[src/hw/rtl/lgp_pkg.sv]
`default_nettype none
package lgp_pkg;

  localparam int COORD_BITS      = 12;
  localparam int ANGLE_FRAC_BITS = 14;
  localparam int T_FRAC_BITS     = 16;

  localparam int SIZE_W  = 13;
  localparam int ANGLE_W = 16;
  localparam int COLOR_W = 24;
  localparam int CH_W    = 8;

  // centered doubled coordinate, projection, magnitude and divider widths
  localparam int PT_W   = ((COORD_BITS + 1 > SIZE_W) ? COORD_BITS + 1 : SIZE_W) + 2;
  localparam int PROD_W = PT_W + ANGLE_W;
  localparam int D_W    = PROD_W + 1;
  localparam int M_W    = D_W - 1;
  localparam int R_W    = M_W + 1;
  localparam int S_W    = D_W + 1;
  localparam int T_W    = T_FRAC_BITS + 1;
  localparam int BL_W   = CH_W + T_FRAC_BITS + 2;

  localparam logic [M_W-1:0] M_ZERO_FIX = M_W'(2) << ANGLE_FRAC_BITS;
  localparam logic [T_W-1:0] T_ONE      = T_W'(1) << T_FRAC_BITS;

  localparam int IN_W  = ((2 * COORD_BITS + 7) / 8) * 8;
  localparam int OUT_W = 3 * CH_W;

  localparam int CFG_IDX_W  = 3;
  localparam int CFG_DATA_W = COLOR_W;

  localparam int FIFO_AW    = 5;
  localparam int FIFO_DEPTH = 1 << FIFO_AW;
  localparam int CNT_W      = FIFO_AW + 1;

  typedef enum logic [CFG_IDX_W-1:0] {
    REG_WIDTH  = 3'd0,
    REG_HEIGHT = 3'd1,
    REG_START  = 3'd2,
    REG_END    = 3'd3,
    REG_COS    = 3'd4,
    REG_SIN    = 3'd5
  } cfg_reg_t;

  typedef struct packed {
    logic                   vld;
    logic                   lo;
    logic                   hi;
    logic [R_W-1:0]         rem;
    logic [T_FRAC_BITS-1:0] quo;
  } lgp_cell_t;

endpackage
`default_nettype wire

[src/hw/rtl/lgp_out_fifo.sv]
`default_nettype none
module lgp_out_fifo (
  input  wire logic                       clk,
  input  wire logic                       rst_n,
  input  wire logic                       wr_en,
  input  wire logic [lgp_pkg::OUT_W-1:0]  wr_data,
  input  wire logic                       rd_en,
  output logic      [lgp_pkg::OUT_W-1:0]  rd_data,
  output logic                            empty
);

  logic [lgp_pkg::OUT_W-1:0]   mem [lgp_pkg::FIFO_DEPTH];
  logic [lgp_pkg::FIFO_AW:0]   wr_ptr_r;
  logic [lgp_pkg::FIFO_AW:0]   rd_ptr_r;
  logic [lgp_pkg::OUT_W-1:0]   head_r;
  logic                        head_vld_r;
  logic                        mem_empty;
  logic                        load;

  // move the oldest stored item into the head register when it is free or being read
  assign mem_empty = wr_ptr_r == rd_ptr_r;
  assign load      = !mem_empty && (!head_vld_r || rd_en);

  always_ff @(posedge clk) begin
    if (!rst_n) begin
      wr_ptr_r   <= '0;
      rd_ptr_r   <= '0;
      head_vld_r <= 1'b0;
    end else begin
      if (wr_en) wr_ptr_r <= wr_ptr_r + 1'b1;
      if (load) rd_ptr_r <= rd_ptr_r + 1'b1;
      if (load) begin
        head_vld_r <= 1'b1;
      end else if (rd_en) begin
        head_vld_r <= 1'b0;
      end
    end
  end

  always_ff @(posedge clk) begin
    if (wr_en) mem[wr_ptr_r[lgp_pkg::FIFO_AW-1:0]] <= wr_data;
    if (load) head_r <= mem[rd_ptr_r[lgp_pkg::FIFO_AW-1:0]];
  end

  assign rd_data = head_r;
  assign empty   = !head_vld_r;

endmodule
`default_nettype wire

[config.mk]
export PLATFORM = sky130hd
export DESIGN_NAME = lgp_out_fifo
export DESIGN_NICKNAME = d
export VERILOG_FILES = /design/src/hw/rtl/lgp_pkg.sv /design/src/hw/rtl/lgp_out_fifo.sv
export SDC_FILE = /design/constraint.sdc
export NUM_CORES = 1
export LEC_CHECK = 0
export CAP_MARGIN = 10
export CORE_ASPECT_RATIO = 0.9
export CORE_MARGIN = 2
export CORE_UTILIZATION = 43
export DETAILED_ROUTE_END_ITERATION = 8
export DONT_BUFFER_PORTS = 1
export GPL_ROUTABILITY_DRIVEN = 0
export GPL_TIMING_DRIVEN = 1
export PLACE_DENSITY_LB_ADDON = 0.3
export SYNTH_ARGS = -nofsm -noshare
export SYNTH_HDL_FRONTEND = slang
export SYNTH_SLANG_ARGS = --single-unit
[constraint.sdc]
create_clock -name clk -period 6.6 [get_ports clk]
set_input_delay 0.33 -clock clk [delete_from_list [all_inputs] [get_ports clk]]
set_output_delay 0.33 -clock clk [all_outputs]
set_load 0.02 [all_outputs]
==> results.sh <==
export IMPL_status="completed"
export IMPL_synth_seq_area_share=0.787
export IMPL_ant_nets=0
export IMPL_dieArea_um2=73200
export IMPL_hold_buffers=27
export IMPL_post_place_ws_ns=3.23
export IMPL_multi_input_area_um2=6310
export IMPL_swShare=0.254
export IMPL_p_switching_mw=3.06
export IMPL_cts_root_buf="clkbuf_16"
export IMPL_cts_buffers=79
export IMPL_track_usage=0.209
export IMPL_reg2reg_to="rd_data[1]"
export IMPL_layout_common_cells="edfxtp_1, mux4_2, mux2i_1"
export IMPL_path_cells="buf_4, nor2b_4, buf_4, a22o_1, a2111oi_0, a21oi_1"
export IMPL_dr_first_iter_drc_count=1658
export IMPL_post_cts_buffers=0
export IMPL_endpoint="rd_data[1]"
export IMPL_synth_cells=1411
export IMPL_path_common_cell="buf_4"
export IMPL_crit_path_end_kind="flop"
export IMPL_cp_startpoint="rd_ptr_r[1]"
export IMPL_setup_tns_ns=0
export IMPL_critPathLaunchType="flop"
export IMPL_seq_area_um2=24100
export IMPL_num_vias=14916
export IMPL_hp_class="reg2reg"
export IMPL_placementRows=92
export IMPL_leakagePower_nw=10.5
export IMPL_timing_fmax_ghz=0.295
export IMPL_syn_avg_cell_area_um2=21.7
export IMPL_worstPathMaxFanout=45
export IMPL_fin_crit_ns=3.39
export IMPL_cts_resized=0
export IMPL_ff2ff_path_depth=6
export IMPL_syn_nets=1444
export IMPL_path_clk_slew_ns=0.06
export IMPL_io_buffers=0
export IMPL_crit_path_max_incr_delay_ns=0.86
export IMPL_fillers=5610
export IMPL_finalCritPeriodShare=0.513
export IMPL_layout_setup_ws_ns=3.21
export IMPL_intPower_mw=8.97
export IMPL_grt_ovfl_total=0
export IMPL_die_w_um=285
export IMPL_rsz0062_at_grt="no"
export IMPL_pwr_share_clk=0.359
export IMPL_antenna_found_initial=6
export IMPL_min_delay_start="rd_ptr_r[5]"
export IMPL_max_slew_margin_rel=0.169
export IMPL_dpl_cell_area_um2=31900
export IMPL_required_ns=7.07
export IMPL_post_synth_top_area_cell="edfxtp_1"
export IMPL_cts_tree="done"
export IMPL_yosys_warnings=0
export IMPL_ioPinCount=53
export IMPL_synthDominantCellAreaShare=0.778
export IMPL_powerDensity_nw_per_um2=348
export IMPL_worstMarginPinSlew_ns=1.24
export IMPL_drive_above_1_share=0.217
export IMPL_clock_sinks=805
export IMPL_syn_cell_area_um2=30600
export IMPL_combPwrFrac=0.132
export IMPL_clockBufferDepth=3
export IMPL_final_util=0.493
export IMPL_power_sequential_fraction=0.509
export IMPL_finClkSkew_ns=0.0173
export IMPL_drv_cap=0
export IMPL_ys_ff_latch=805
export IMPL_r2r_start="rd_ptr_r[1]"
export IMPL_route_detailed_drc=0
export IMPL_wl_um=75700
export IMPL_drt_pass1_iterations=5
export IMPL_grt_pass1_vias=14732
export IMPL_slew_violations=0
export IMPL_whs_ns=0.490
export IMPL_wire_per_inst_um=30.5
export IMPL_synthTopCellsByArea="edfxtp_1, mux4_2, mux2i_1, dfxtp_1, a21oi_1"
export IMPL_diodes=0
export IMPL_nets=1510
export IMPL_worst_ir_drop_vdd_uv=199
export IMPL_layout_area_overhead_vs_synth_pct=13.3
export IMPL_final_area_um2=34600
export IMPL_clock_latency_ns=0.63
export IMPL_path_class="reg2reg"
export IMPL_h_tree_depth=3
export IMPL_initial_core_util=0.435
export IMPL_hold_viol=0
export IMPL_core_area_um2=70200
export IMPL_r2r_slack_ns=3.21
export IMPL_fp_dieH_um=257
export IMPL_setup_violations=0
export IMPL_avgViaCountPerCell=6.01
export IMPL_synth_cell_types=46
export IMPL_final_common_cell="edfxtp_1"
export IMPL_dp_hpwl_um=40000
export IMPL_grt_start_max_net_pins=65
export IMPL_cp_data_arrival_time_ns=3.86
export IMPL_crit_slowest_cell="nor2b_4"
export IMPL_grt_pass1_wl_um=108000
## sequential cells by signal, summed over array words and instances, names as in the netlist
signal      cells
head_vld_r      1
mem           768
rd_data        24
rd_ptr_r        6
wr_ptr_r        6
## worst min-delay path by stage
| stage | end | slack [ns] | cells past startpoint |
|---|---|---|---|
| 2_1_floorplan | mem[0][0] | 0.43 | 0 |
| 3_3_place_gp | mem[30][20] | 0.43 | 0 |
| 3_5_place_dp | mem[31][20] | 0.43 | 0 |
| 4_1_cts | rd_ptr_r[5] | 0.49 | 2 |
| 5_1_grt | rd_ptr_r[5] | 0.52 | 2 |
| 6_report | rd_ptr_r[5] | 0.49 | 2 |
## through the flow
stage | std cells | power [mW]
2_1_floorplan | 1411 | 7.28
3_3_place_gp | 2309 | 7.75
3_5_place_dp | 2309 | 7.76
4_1_cts | 2481 | 12.1
5_1_grt | 2481 | 12.4
6_report | 2481 | 12.0
## power by group through the flow
stage               clock network (mW)  logic [mW]  registers [mW]
global placement                     0        1.51            6.24
global route                      4.59        1.70            6.14
floorplan                            0        1.25            6.03
detailed placement                   0        1.52            6.24
CTS                               4.39        1.61            6.13
finish                            4.31        1.59            6.12
## per-layer routing
metal | vias up | track usage | part of all wire
li1 | 6109 | - | -
met1 | 7986 | 0.304 | 0.42
met2 | 699 | 0.327 | 0.48
met3 | 114 | 0.0385 | 0.085
met4 | 8 | 0.0529 | 0.019
met5 | - | 0 | 0.00040
## Yosys cell counts (all sizes together)
| cell type | instances |
|---|---|
| edfxtp | 792 |
| mux4 | 143 |
| mux2i | 101 |
| a21oi | 50 |
| buf | 43 |
| clkbuf | 40 |
| nor2 | 38 |
| a22oi | 24 |
| o221ai | 24 |
| a2111oi | 23 |
| a22o | 23 |
| o22ai | 23 |
| dfxtp | 13 |
| nand2 | 12 |
| xor2 | 8 |
| ha | 5 |
| nand3 | 5 |
| and2 | 4 |
| nand3b | 4 |
| nand4 | 4 |
| nor2b | 4 |
| inv | 3 |
| nand2b | 3 |
| o21a | 3 |
| a21boi | 2 |
| nor4 | 2 |
| o21ai | 2 |
| or3 | 2 |
| xnor2 | 2 |
| a211oi | 1 |
| a21bo | 1 |
| a31oi | 1 |
| and3 | 1 |
| and3b | 1 |
| nor3b | 1 |
| or2 | 1 |
| or3b | 1 |
| or4 | 1 |
## layout make-up
| type | count | share of cell area |
|---|---|---|
| Tap cell | 940 | 0.0340 |
| Sequential cell | 805 | 0.695 |
| Clock inverter | 42 | 0.00918 |
| Timing Repair Buffer | 68 | 0.0174 |
| Inverter | 3 | 0.000325 |
| Clock buffer | 103 | 0.0618 |
| Multi-Input combinational cell | 520 | 0.182 |
## critical path, delay by kind of cell (launching register included)
kind / cells / cell delay (ns)
buffers and inverters: 2 / 1.28
AND/OR/NAND/NOR: 1 / 0.86
AO/OA/AOI/OAI: 3 / 0.47
flip-flops: 1 / 0.56
## kinds of logic (layout without fill, tap and decap cells)
group | after synthesis | in the layout | synth area share
flops | 805 | 805 | 0.787
mux | 244 | 244 | 0.139
compound gates | 177 | 177 | 0.0416
buf+inv | 86 | 216 | 0.0145
simple gates | 84 | 84 | 0.0135
xor+xnor | 10 | 10 | 0.00287
fa+ha+maj | 5 | 5 | 0.00205
Power figures use the tool's default switching activity.
