[src/hw/rtl/lgp_pkg.sv]
`default_nettype none
package lgp_pkg;

  localparam int COORD_BITS      = 12;
  localparam int ANGLE_FRAC_BITS = 14;
  localparam int T_FRAC_BITS     = 16;

  localparam int SIZE_W  = 13;
  localparam int ANGLE_W = 16;
  localparam int COLOR_W = 24;
  localparam int CH_W    = 8;

  // centered doubled coordinate, projection, magnitude and divider widths
  localparam int PT_W   = ((COORD_BITS + 1 > SIZE_W) ? COORD_BITS + 1 : SIZE_W) + 2;
  localparam int PROD_W = PT_W + ANGLE_W;
  localparam int D_W    = PROD_W + 1;
  localparam int M_W    = D_W - 1;
  localparam int R_W    = M_W + 1;
  localparam int S_W    = D_W + 1;
  localparam int T_W    = T_FRAC_BITS + 1;
  localparam int BL_W   = CH_W + T_FRAC_BITS + 2;

  localparam logic [M_W-1:0] M_ZERO_FIX = M_W'(2) << ANGLE_FRAC_BITS;
  localparam logic [T_W-1:0] T_ONE      = T_W'(1) << T_FRAC_BITS;

  localparam int IN_W  = ((2 * COORD_BITS + 7) / 8) * 8;
  localparam int OUT_W = 3 * CH_W;

  localparam int CFG_IDX_W  = 3;
  localparam int CFG_DATA_W = COLOR_W;

  localparam int FIFO_AW    = 5;
  localparam int FIFO_DEPTH = 1 << FIFO_AW;
  localparam int CNT_W      = FIFO_AW + 1;

  typedef enum logic [CFG_IDX_W-1:0] {
    REG_WIDTH  = 3'd0,
    REG_HEIGHT = 3'd1,
    REG_START  = 3'd2,
    REG_END    = 3'd3,
    REG_COS    = 3'd4,
    REG_SIN    = 3'd5
  } cfg_reg_t;

  typedef struct packed {
    logic                   vld;
    logic                   lo;
    logic                   hi;
    logic [R_W-1:0]         rem;
    logic [T_FRAC_BITS-1:0] quo;
  } lgp_cell_t;

endpackage
`default_nettype wire

[src/hw/rtl/lgp_div_cell.sv]
`default_nettype none
module lgp_div_cell (
  input  wire logic                 clk,
  input  wire logic                 rst_n,
  input  wire logic [lgp_pkg::R_W-1:0] div,
  input  wire lgp_pkg::lgp_cell_t   c_i,
  output lgp_pkg::lgp_cell_t        c_o
);

  logic [lgp_pkg::R_W:0]   r2;
  logic                    ge;
  logic [lgp_pkg::R_W:0]   diff;
  lgp_pkg::lgp_cell_t      c_nxt;

  // one restoring step: shift in a zero, subtract when it fits
  always_comb begin
    r2    = {c_i.rem, 1'b0};
    ge    = r2 >= {1'b0, div};
    diff  = r2 - {1'b0, div};
    c_nxt = c_i;
    c_nxt.rem = ge ? diff[lgp_pkg::R_W-1:0] : r2[lgp_pkg::R_W-1:0];
    c_nxt.quo = {c_i.quo[lgp_pkg::T_FRAC_BITS-2:0], ge};
  end

  always_ff @(posedge clk) begin
    if (!rst_n) begin
      c_o.vld <= 1'b0;
    end else begin
      c_o.vld <= c_i.vld;
    end
    c_o.lo  <= c_nxt.lo;
    c_o.hi  <= c_nxt.hi;
    c_o.rem <= c_nxt.rem;
    c_o.quo <= c_nxt.quo;
  end

endmodule
`default_nettype wire

[config.mk]
export PLATFORM = sky130hd
export DESIGN_NAME = lgp_div_cell
export DESIGN_NICKNAME = d
export VERILOG_FILES = /design/src/hw/rtl/lgp_pkg.sv /design/src/hw/rtl/lgp_div_cell.sv
export SDC_FILE = /design/constraint.sdc
export NUM_CORES = 1
export LEC_CHECK = 0
export ABC_AREA = 1
export BUFFER_PORTS_ARGS = -buffer_cell sky130_fd_sc_hd__buf_2
export CORE_MARGIN = 2
export CORE_UTILIZATION = 47
export CTS_CLUSTER_SIZE = 20
export DETAILED_ROUTE_END_ITERATION = 12
export PLACE_DENSITY = 0.78
export SLEW_MARGIN = 25
export SYNTH_ARGS = -nofsm -noshare
export SYNTH_HDL_FRONTEND = slang
export SYNTH_SLANG_ARGS = --single-unit
[constraint.sdc]
create_clock -name clk -period 2.1 [get_ports clk]
set_input_delay 0.525 -clock clk [delete_from_list [all_inputs] [get_ports clk]]
set_output_delay 0.525 -clock clk [all_outputs]
set_load 0.005 [all_outputs]
==> run_results.csv, run 1 <==
group,metric,value,unit
run_status,outcome,"completed",
clocking,cts.clk_slew.worst_paths,90,ps
yosys,syn_area,0.00417,mm²
layout,drive_gt1_share,28.2,%
critical_path,crit_path_start,"c_i[24]",
clocking,cts_buffers,5,
global_routing,grt_pass1_wl,19700,µm
floorplanning,die_h,98.2,µm
critical_path,crit_arrival,2170,ps
yosys,syn_nets,818,
layout,num_antenna_cells,0,
power_and_ir_drop,internal_power,2.12,mW
critical_path,crit_end,"c_o[42]$_DFF_P_",
yosys,synthMostInstantiatedCell,"nand2_1",
critical_path,critPathMaxFanout,4,
yosys,yosys_warnings,0,
layout,largest_reg_flops,51,
layout,n_fill_cell,872,
sta,holdWs,309,ps
power_and_ir_drop,p_leak,3.63,nW
detailed_routing,dr_total_vias,4711,
sta,period_minus_slack,1960,ps
power_and_ir_drop,p_sw_share,34.3,%
yosys,ys_seq_elements,51,
layout,multi_input_area,0.00255,mm²
yosys,synthTopCellsByCount,"nand2_1, inv_1, nand3_1",
critical_path,worst_ep_required_time,2310,ps
clocking,cts-root-buf,"clkbuf_8",
detailed_routing,viasPerCell,4.58,
placed_design,dp_hpwl,9600,µm
sta,fmax,0.510,GHz
detailed_routing,route.detailed.drc,0,
detailed_routing,drtPass1Iterations,5,
power_and_ir_drop,seq_power_share,35.2,%
yosys,yosysTopAreaCell,"nand2_1",
critical_path,worst_setup_path_start_kind,"primary input",
placed_design,place_congestion,0.913,
power_and_ir_drop,power.density,556,mW/mm²
sta,fin_crit_sh,93.3,%
power_and_ir_drop,pwr-share-comb,42.2,%
global_routing,track_usage,24.7,%
clocking,cts_tree,"built",
detailed_routing,wl,11600,µm
yosys,seq_area_frac_synth,24.5,%
yosys,synth_enable_flop_cells,0,
layout,final_cell_area,0.00580,mm²
floorplanning,row_count,34,
critical_path,path_class,"in -> reg",
power_and_ir_drop,ir_worst_vdd,260,µV
yosys,avgSynthCellArea,5.96,µm²
critical_path,cp-end-kind,"register",
global_routing,grt_pass1_vias,4526,
hold_path,hold_path.class,"in -> reg",
sta,worst_pin_slew,315,ps
yosys,synthFlopType,"dfxtp_1",
detailed_routing,detail-route-antenna-nets,0,
floorplanning,initial_core_util,48.1,%
global_routing,grt_max_degree,32,
yosys,yosys-top-cells-area,"nand2_1, dfxtp_1, inv_1",
layout,reg_top3,"c_o x51",
layout,area_delta_synth_final,39.0,%
job,drv_cap,0,
yosys,synth_top_area_share,24.9,%
power_and_ir_drop,clkPwrFrac,22.6,%
placed_design,postPlaceCellArea,0.00564,mm²
sta,drv_slew,0,
clocking,cts_buffer_depth,2,
floorplanning,dieArea,0.00964,mm²
clocking,cts.sinks,51,
floorplanning,die_w,98.2,µm
detailed_routing,drt_iter0_drc,175,
global_routing,grt_overflow,0,
sta,relSlewSlack,79.0,%
sta,rsz0062_at_grt,"false",
floorplanning,core,0.00868,mm²
sta,setup_viol,0,
yosys,ys_async_sr_fraction,0,%
layout,nets,1038,
clocking,htree_levels,2,
placed_design,io_buffers,134,
layout,largest-register,"c_o",
sta,hold_violations,0,
global_routing,antenna_found_initial,0,
power_and_ir_drop,p_sw,1.11,mW
yosys,syn_inst,700,
floorplanning,boundaryPins,136,
detailed_routing,wl_per_cell,11.3,µm
sta,finalSetupTns,0,ps
yosys,synthDistinctLibCells,27,
clocking,post_cts_buffers,0,
layout,ff_latch_area,0.00102,mm²
layout,fin_util,66.8,%
==> logic make-up (layout without fill, tap and decap cells) <==
logic type,after synthesis,in the layout,synth area share [%]
and+or+nand+nor,417,417,44.0
buffers and inverters,160,381,15.4
DFF,51,51,24.5
adders and majority gates,33,33,10.1
AOI/OAI and AO/OA,25,25,3.12
xor gates and xnor gates,14,14,2.94
==> layout make-up <==
type	instances	area share, %
Clock buffer	5	1.19
Tap cell	108	2.33
Sequential cell	51	17.6
Timing Repair Buffer	223	24.4
Clock inverter	3	0.798
Multi-Input combinational cell	489	44.0
Inverter	150	9.71
==> per-stage QoR <==
stage / setup slack [ps] / total power [mW] / cells
floorplan: 129 / 1.88 / 700
global placement: -198 / 2.48 / 1021
detailed placement: -195 / 2.50 / 1021
CTS: 128 / 3.24 / 1029
global route: 8.01 / 3.48 / 1029
finish: 141 / 3.23 / 1029
==> power by group through the flow <==
stage	Sequential, mW	Combinational, mW	Clock (mW)
4_1_cts	1.14	1.35	0.748
2_1_floorplan	1.19	0.691	0
6_report	1.13	1.36	0.730
3_3_place_gp	1.16	1.33	0
3_5_place_dp	1.16	1.35	0
5_1_grt	1.15	1.54	0.793
==> placed cells by master (no fill, tap or decap), types with 2 or more instances in the layout <==
cell type / count
nor3_1: 6
nand4_1: 3
nand3b_1: 10
nand3_2: 11
nand2_2: 4
xor2_1: 13
buf_4: 83
and2_1: 8
ha_4: 2
a21o_1: 2
buf_12: 6
buf_2: 134
nand3_1: 55
nor3_2: 3
dfxtp_1: 51
clkbuf_8: 5
ha_1: 29
inv_1: 150
nand2_1: 276
a21oi_1: 21
nor2_1: 34
nor2_2: 4
==> critical path, cell delays in order <==
cell and delay, ps:
buf_2 110, ha_1 330, nand2_1 120, buf_4 160
nor2_1 140, nand3_1 90, nand3_1 230, nand3_1 190
nand2_1 120, nand2_1 60, nand3_2 60, nand2_1 50
==> worst min-delay path by stage <==
stage | startpoint | end | cells past startpoint
finish | c_i[5] | c_o[6]$_DFF_P_ | 1
global route | c_i[0] | c_o[1]$_DFF_P_ | 1
CTS | c_i[0] | c_o[1]$_DFF_P_ | 1
detailed placement | c_i[5] | c_o[6]$_DFF_P_ | 1
global placement | c_i[14] | c_o[15]$_DFF_P_ | 1
floorplan | c_i[9] | c_o[10]$_DFF_P_ | 0
==> per-layer routing <==
| layer | vias up | routed length [µm] | global-route usage [%] |
|---|---|---|---|
| met5 | - | 0 | 0 |
| met1 | 2025 | 5470 | 32.7 |
| met4 | 0 | 107 | 4.11 |
| met3 | 9 | 703 | 3.36 |
| li1 | 2548 | - | - |
| met2 | 129 | 5300 | 43.6 |
==> what timing repair did <==
action | CTS | global route
setup endpoints to repair | 0 | 28
hold buffers | 0 | 0
gates resized for setup | 0 | 8
(Power assumes the default switching activity.)
==> inputs of run 2 (changes only) <==
--- a/config.mk
+++ b/config.mk
@@ -5,10 +5,9 @@
 export SDC_FILE = /design/constraint.sdc
 export NUM_CORES = 1
 export LEC_CHECK = 0
-export ABC_AREA = 1
 export BUFFER_PORTS_ARGS = -buffer_cell sky130_fd_sc_hd__buf_2
 export CORE_MARGIN = 2
-export CORE_UTILIZATION = 47
+export CORE_UTILIZATION = 45
 export CTS_CLUSTER_SIZE = 20
 export DETAILED_ROUTE_END_ITERATION = 12
 export PLACE_DENSITY = 0.78
==> run 2 against run 1 <==
Effect of this change:
- the flow now finishes with violations (negative setup slack)
- combinational power about the same
- critical path depth unchanged
- wire length decreased by 13%
- hold slack about the same
- via count decreased by 23%
- final area decreased by 9.3%
- sequential cell count unchanged
- core utilization increased by 4.9 points
- non-clock buffer count increased by 21
- first-iteration DRC count decreased by 0.57%
- final cell count decreased by 31%
- clock power decreased by 2%
- largest power group unchanged
==> run_results.csv, run 2 <==
group,metric,value,unit
placed_design,io_buffers,134,
layout,num_antenna_cells,0,
clocking,cts.sinks,51,
detailed_routing,drt_iter0_drc,174,
sta,period_minus_slack,2710,ps
clocking,htree_levels,2,
hold_path,hold_path.class,"in -> reg",
global_routing,grt_pass1_wl,16600,µm
yosys,yosys-top-cells-area,"dfxtp_1, ha_1, mux2_4",
hold_path,whs_path_depth,1,
yosys,syn_area,0.00344,mm²
sta,layout_setup_ws,-609,ps
run_status,outcome,"finished, violations left",
placed_design,pre_cts_slack,-1030,ps
detailed_routing,top_layer,"met4",
critical_path,path_class,"in -> reg",
yosys,ys_seq_elements,51,
yosys,yosys_warnings,0,
clocking,cts_buffers,5,
placed_design,dp_hpwl,8340,µm
layout,reg_top3,"c_o x51",
hold_path,min_from,"c_i[5]",
placed_design,place_congestion,0.871,
clocking,cts-root-buf,"clkbuf_8",
critical_path,cpMostUsedCell,"inv_12",
yosys,yosysTopAreaCell,"dfxtp_1",
floorplanning,die_h,91.5,µm
global_routing,grt_max_degree,29,
critical_path,worst_setup_path_start_kind,"primary input",
power_and_ir_drop,power.density,620,mW/mm²
detailed_routing,wl_met3,681,µm
sta,hold_violations,0,
clocking,cts_tree,"built",
yosys,ys_async_sr_fraction,0,%
sta,finalSetupTns,-18180,ps
layout,drive_gt1_share,50.2,%
sta,relSlewSlack,73.0,%
detailed_routing,wl_met2,5150,µm
layout,n_fill_cell,576,
critical_path,slowest_delay,510,ps
floorplanning,initial_core_util,47.0,%
floorplanning,dieArea,0.00837,mm²
detailed_routing,drtPass1Iterations,4,
layout,nets,728,
detailed_routing,detail-route-antenna-nets,0,
layout,layout_common_cells,"buf_2, buf_4, dfxtp_1",
clocking,cts_buffer_depth,2,
detailed_routing,wl_per_cell,14.2,µm
layout,largest-register,"c_o",
yosys,synthDistinctLibCells,56,
sta,setup_viol,33,
job,drv_cap,0,
critical_path,crit_buf_inv,3,
sta,drv_slew,0,
detailed_routing,wl_met1,4160,µm
critical_path,cp_slowest_cell,"or4b_4",
yosys,synth_top_area_share,29.6,%
layout,final_common_cell,"buf_2",
yosys,synthTopCellsByCount,"dfxtp_1, inv_1, ha_1",
sta,rsz0062_at_grt,"true",
power_and_ir_drop,ir_worst_vdd,328,µV
global_routing,antenna_found_initial,0,
detailed_routing,wl,10100,µm
global_routing,grt_overflow,0,
critical_path,cp.depth,12,
floorplanning,boundaryPins,136,
detailed_routing,viasPerCell,5.14,
floorplanning,core,0.00733,mm²
sta,fmax,0.369,GHz
floorplanning,row_count,31,
sta,holdWs,309,ps
yosys,seq_area_frac_synth,29.6,%
critical_path,cp-end-kind,"register",
global_routing,grt_pass1_vias,3726,
detailed_routing,dr_total_vias,3651,
run_status,violations,"negative setup slack",
layout,area_delta_synth_final,52.6,%
layout,largest_reg_flops,51,
critical_path,cp_top_family,"simple AND/OR/NAND/NOR gates",
hold_path,hold_end,"c_o[6]$_DFF_P_",
floorplanning,die_w,91.5,µm
critical_path,crit_arrival,2900,ps
global_routing,track_usage,24.0,%
critical_path,cp_cell_sequence,"buf_12, inv_12, ha_4, a211oi_4, nor2_2, or4b_4, o2111ai_4, a21oi_4, o21ai_4, and3_4, inv_12, mux2_4",
sta,fin_crit_sh,129,%
clocking,cts.clk_slew.worst_paths,120,ps
yosys,syn_nets,490,
yosys,syn_inst,372,
power_and_ir_drop,total_power,3.26,mW
yosys,synthFlopType,"dfxtp_1",
power_and_ir_drop,p_leak,2.74,nW
yosys,synth_enable_flop_cells,0,
detailed_routing,route.detailed.drc,0,
critical_path,worst_ep_required_time,2290,ps
yosys,synthMostInstantiatedCell,"dfxtp_1",
yosys,avgSynthCellArea,9.26,µm²
critical_path,critPathMaxFanout,28,
sta,worst_pin_slew,402,ps
run 2: cell families (layout without fill, tap and decap cells):
logic type / after synthesis / count (layout) / share of synthesized area, %
flops: 51 / 51 / 29.6
buf+inv: 49 / 288 / 6.97
xor+xnor: 25 / 25 / 6.36
compound gates: 102 / 102 / 20.4
simple gates: 83 / 83 / 12.9
mux: 29 / 29 / 11.5
fa+ha+maj: 33 / 33 / 12.2
run 2: cell type report:
type / count / area, µm² / area share [%]
clock buffer: 5 / 68.8 / 1.31
clock inverter: 3 / 43.8 / 0.833
inverter: 36 / 160 / 3.05
multi-input combinational: 272 / 2320 / 44.1
sequential: 51 / 1020 / 19.4
tap: 99 / 124 / 2.36
timing repair buffer: 244 / 1520 / 28.9
run 2: per-layer routing:
metal	track usage, %	up-vias
li1	-	1807
met1	27.7	1694
met2	45.5	136
met3	4.15	14
met4	5.18	0
met5	0	-
run 2: stage by stage:
stage | instances | utilization (%) | cell area [µm²]
after global placement | 696 | 68.5 | 5020
after detailed placement | 696 | 68.5 | 5020
final | 710 | 71.7 | 5260
after CTS | 708 | 71.1 | 5210
after floorplan | 372 | - | 3580
after global routing | 710 | 71.7 | 5260
run 2: report_power, final:
part	switching, mW	internal [mW]
Clock	0.357	0.356
Combinational	0.609	0.780
Sequential	0.0373	1.12
run 2: what timing repair did:
action | 4_1_cts | 5_1_grt
setup endpoints to repair | 33 | 33
gates cloned | 0 | 0
pin swaps | 8 | 11
setup buffers | 4 | 3
resized for setup | 9 | 8
hold buffers | 0 | 0
run 2: worst max-delay path by stage:
stage	start	to	slack [ps]
after global routing	div[10]	c_o[40]$_DFF_P_	-690
final	div[10]	c_o[40]$_DFF_P_	-610
after CTS	div[10]	c_o[40]$_DFF_P_	-560
after detailed placement	div[10]	c_o[40]$_DFF_P_	-1030
after floorplan	div[10]	c_o[26]$_DFF_P_	-840
after global placement	div[10]	c_o[30]$_DFF_P_	-960
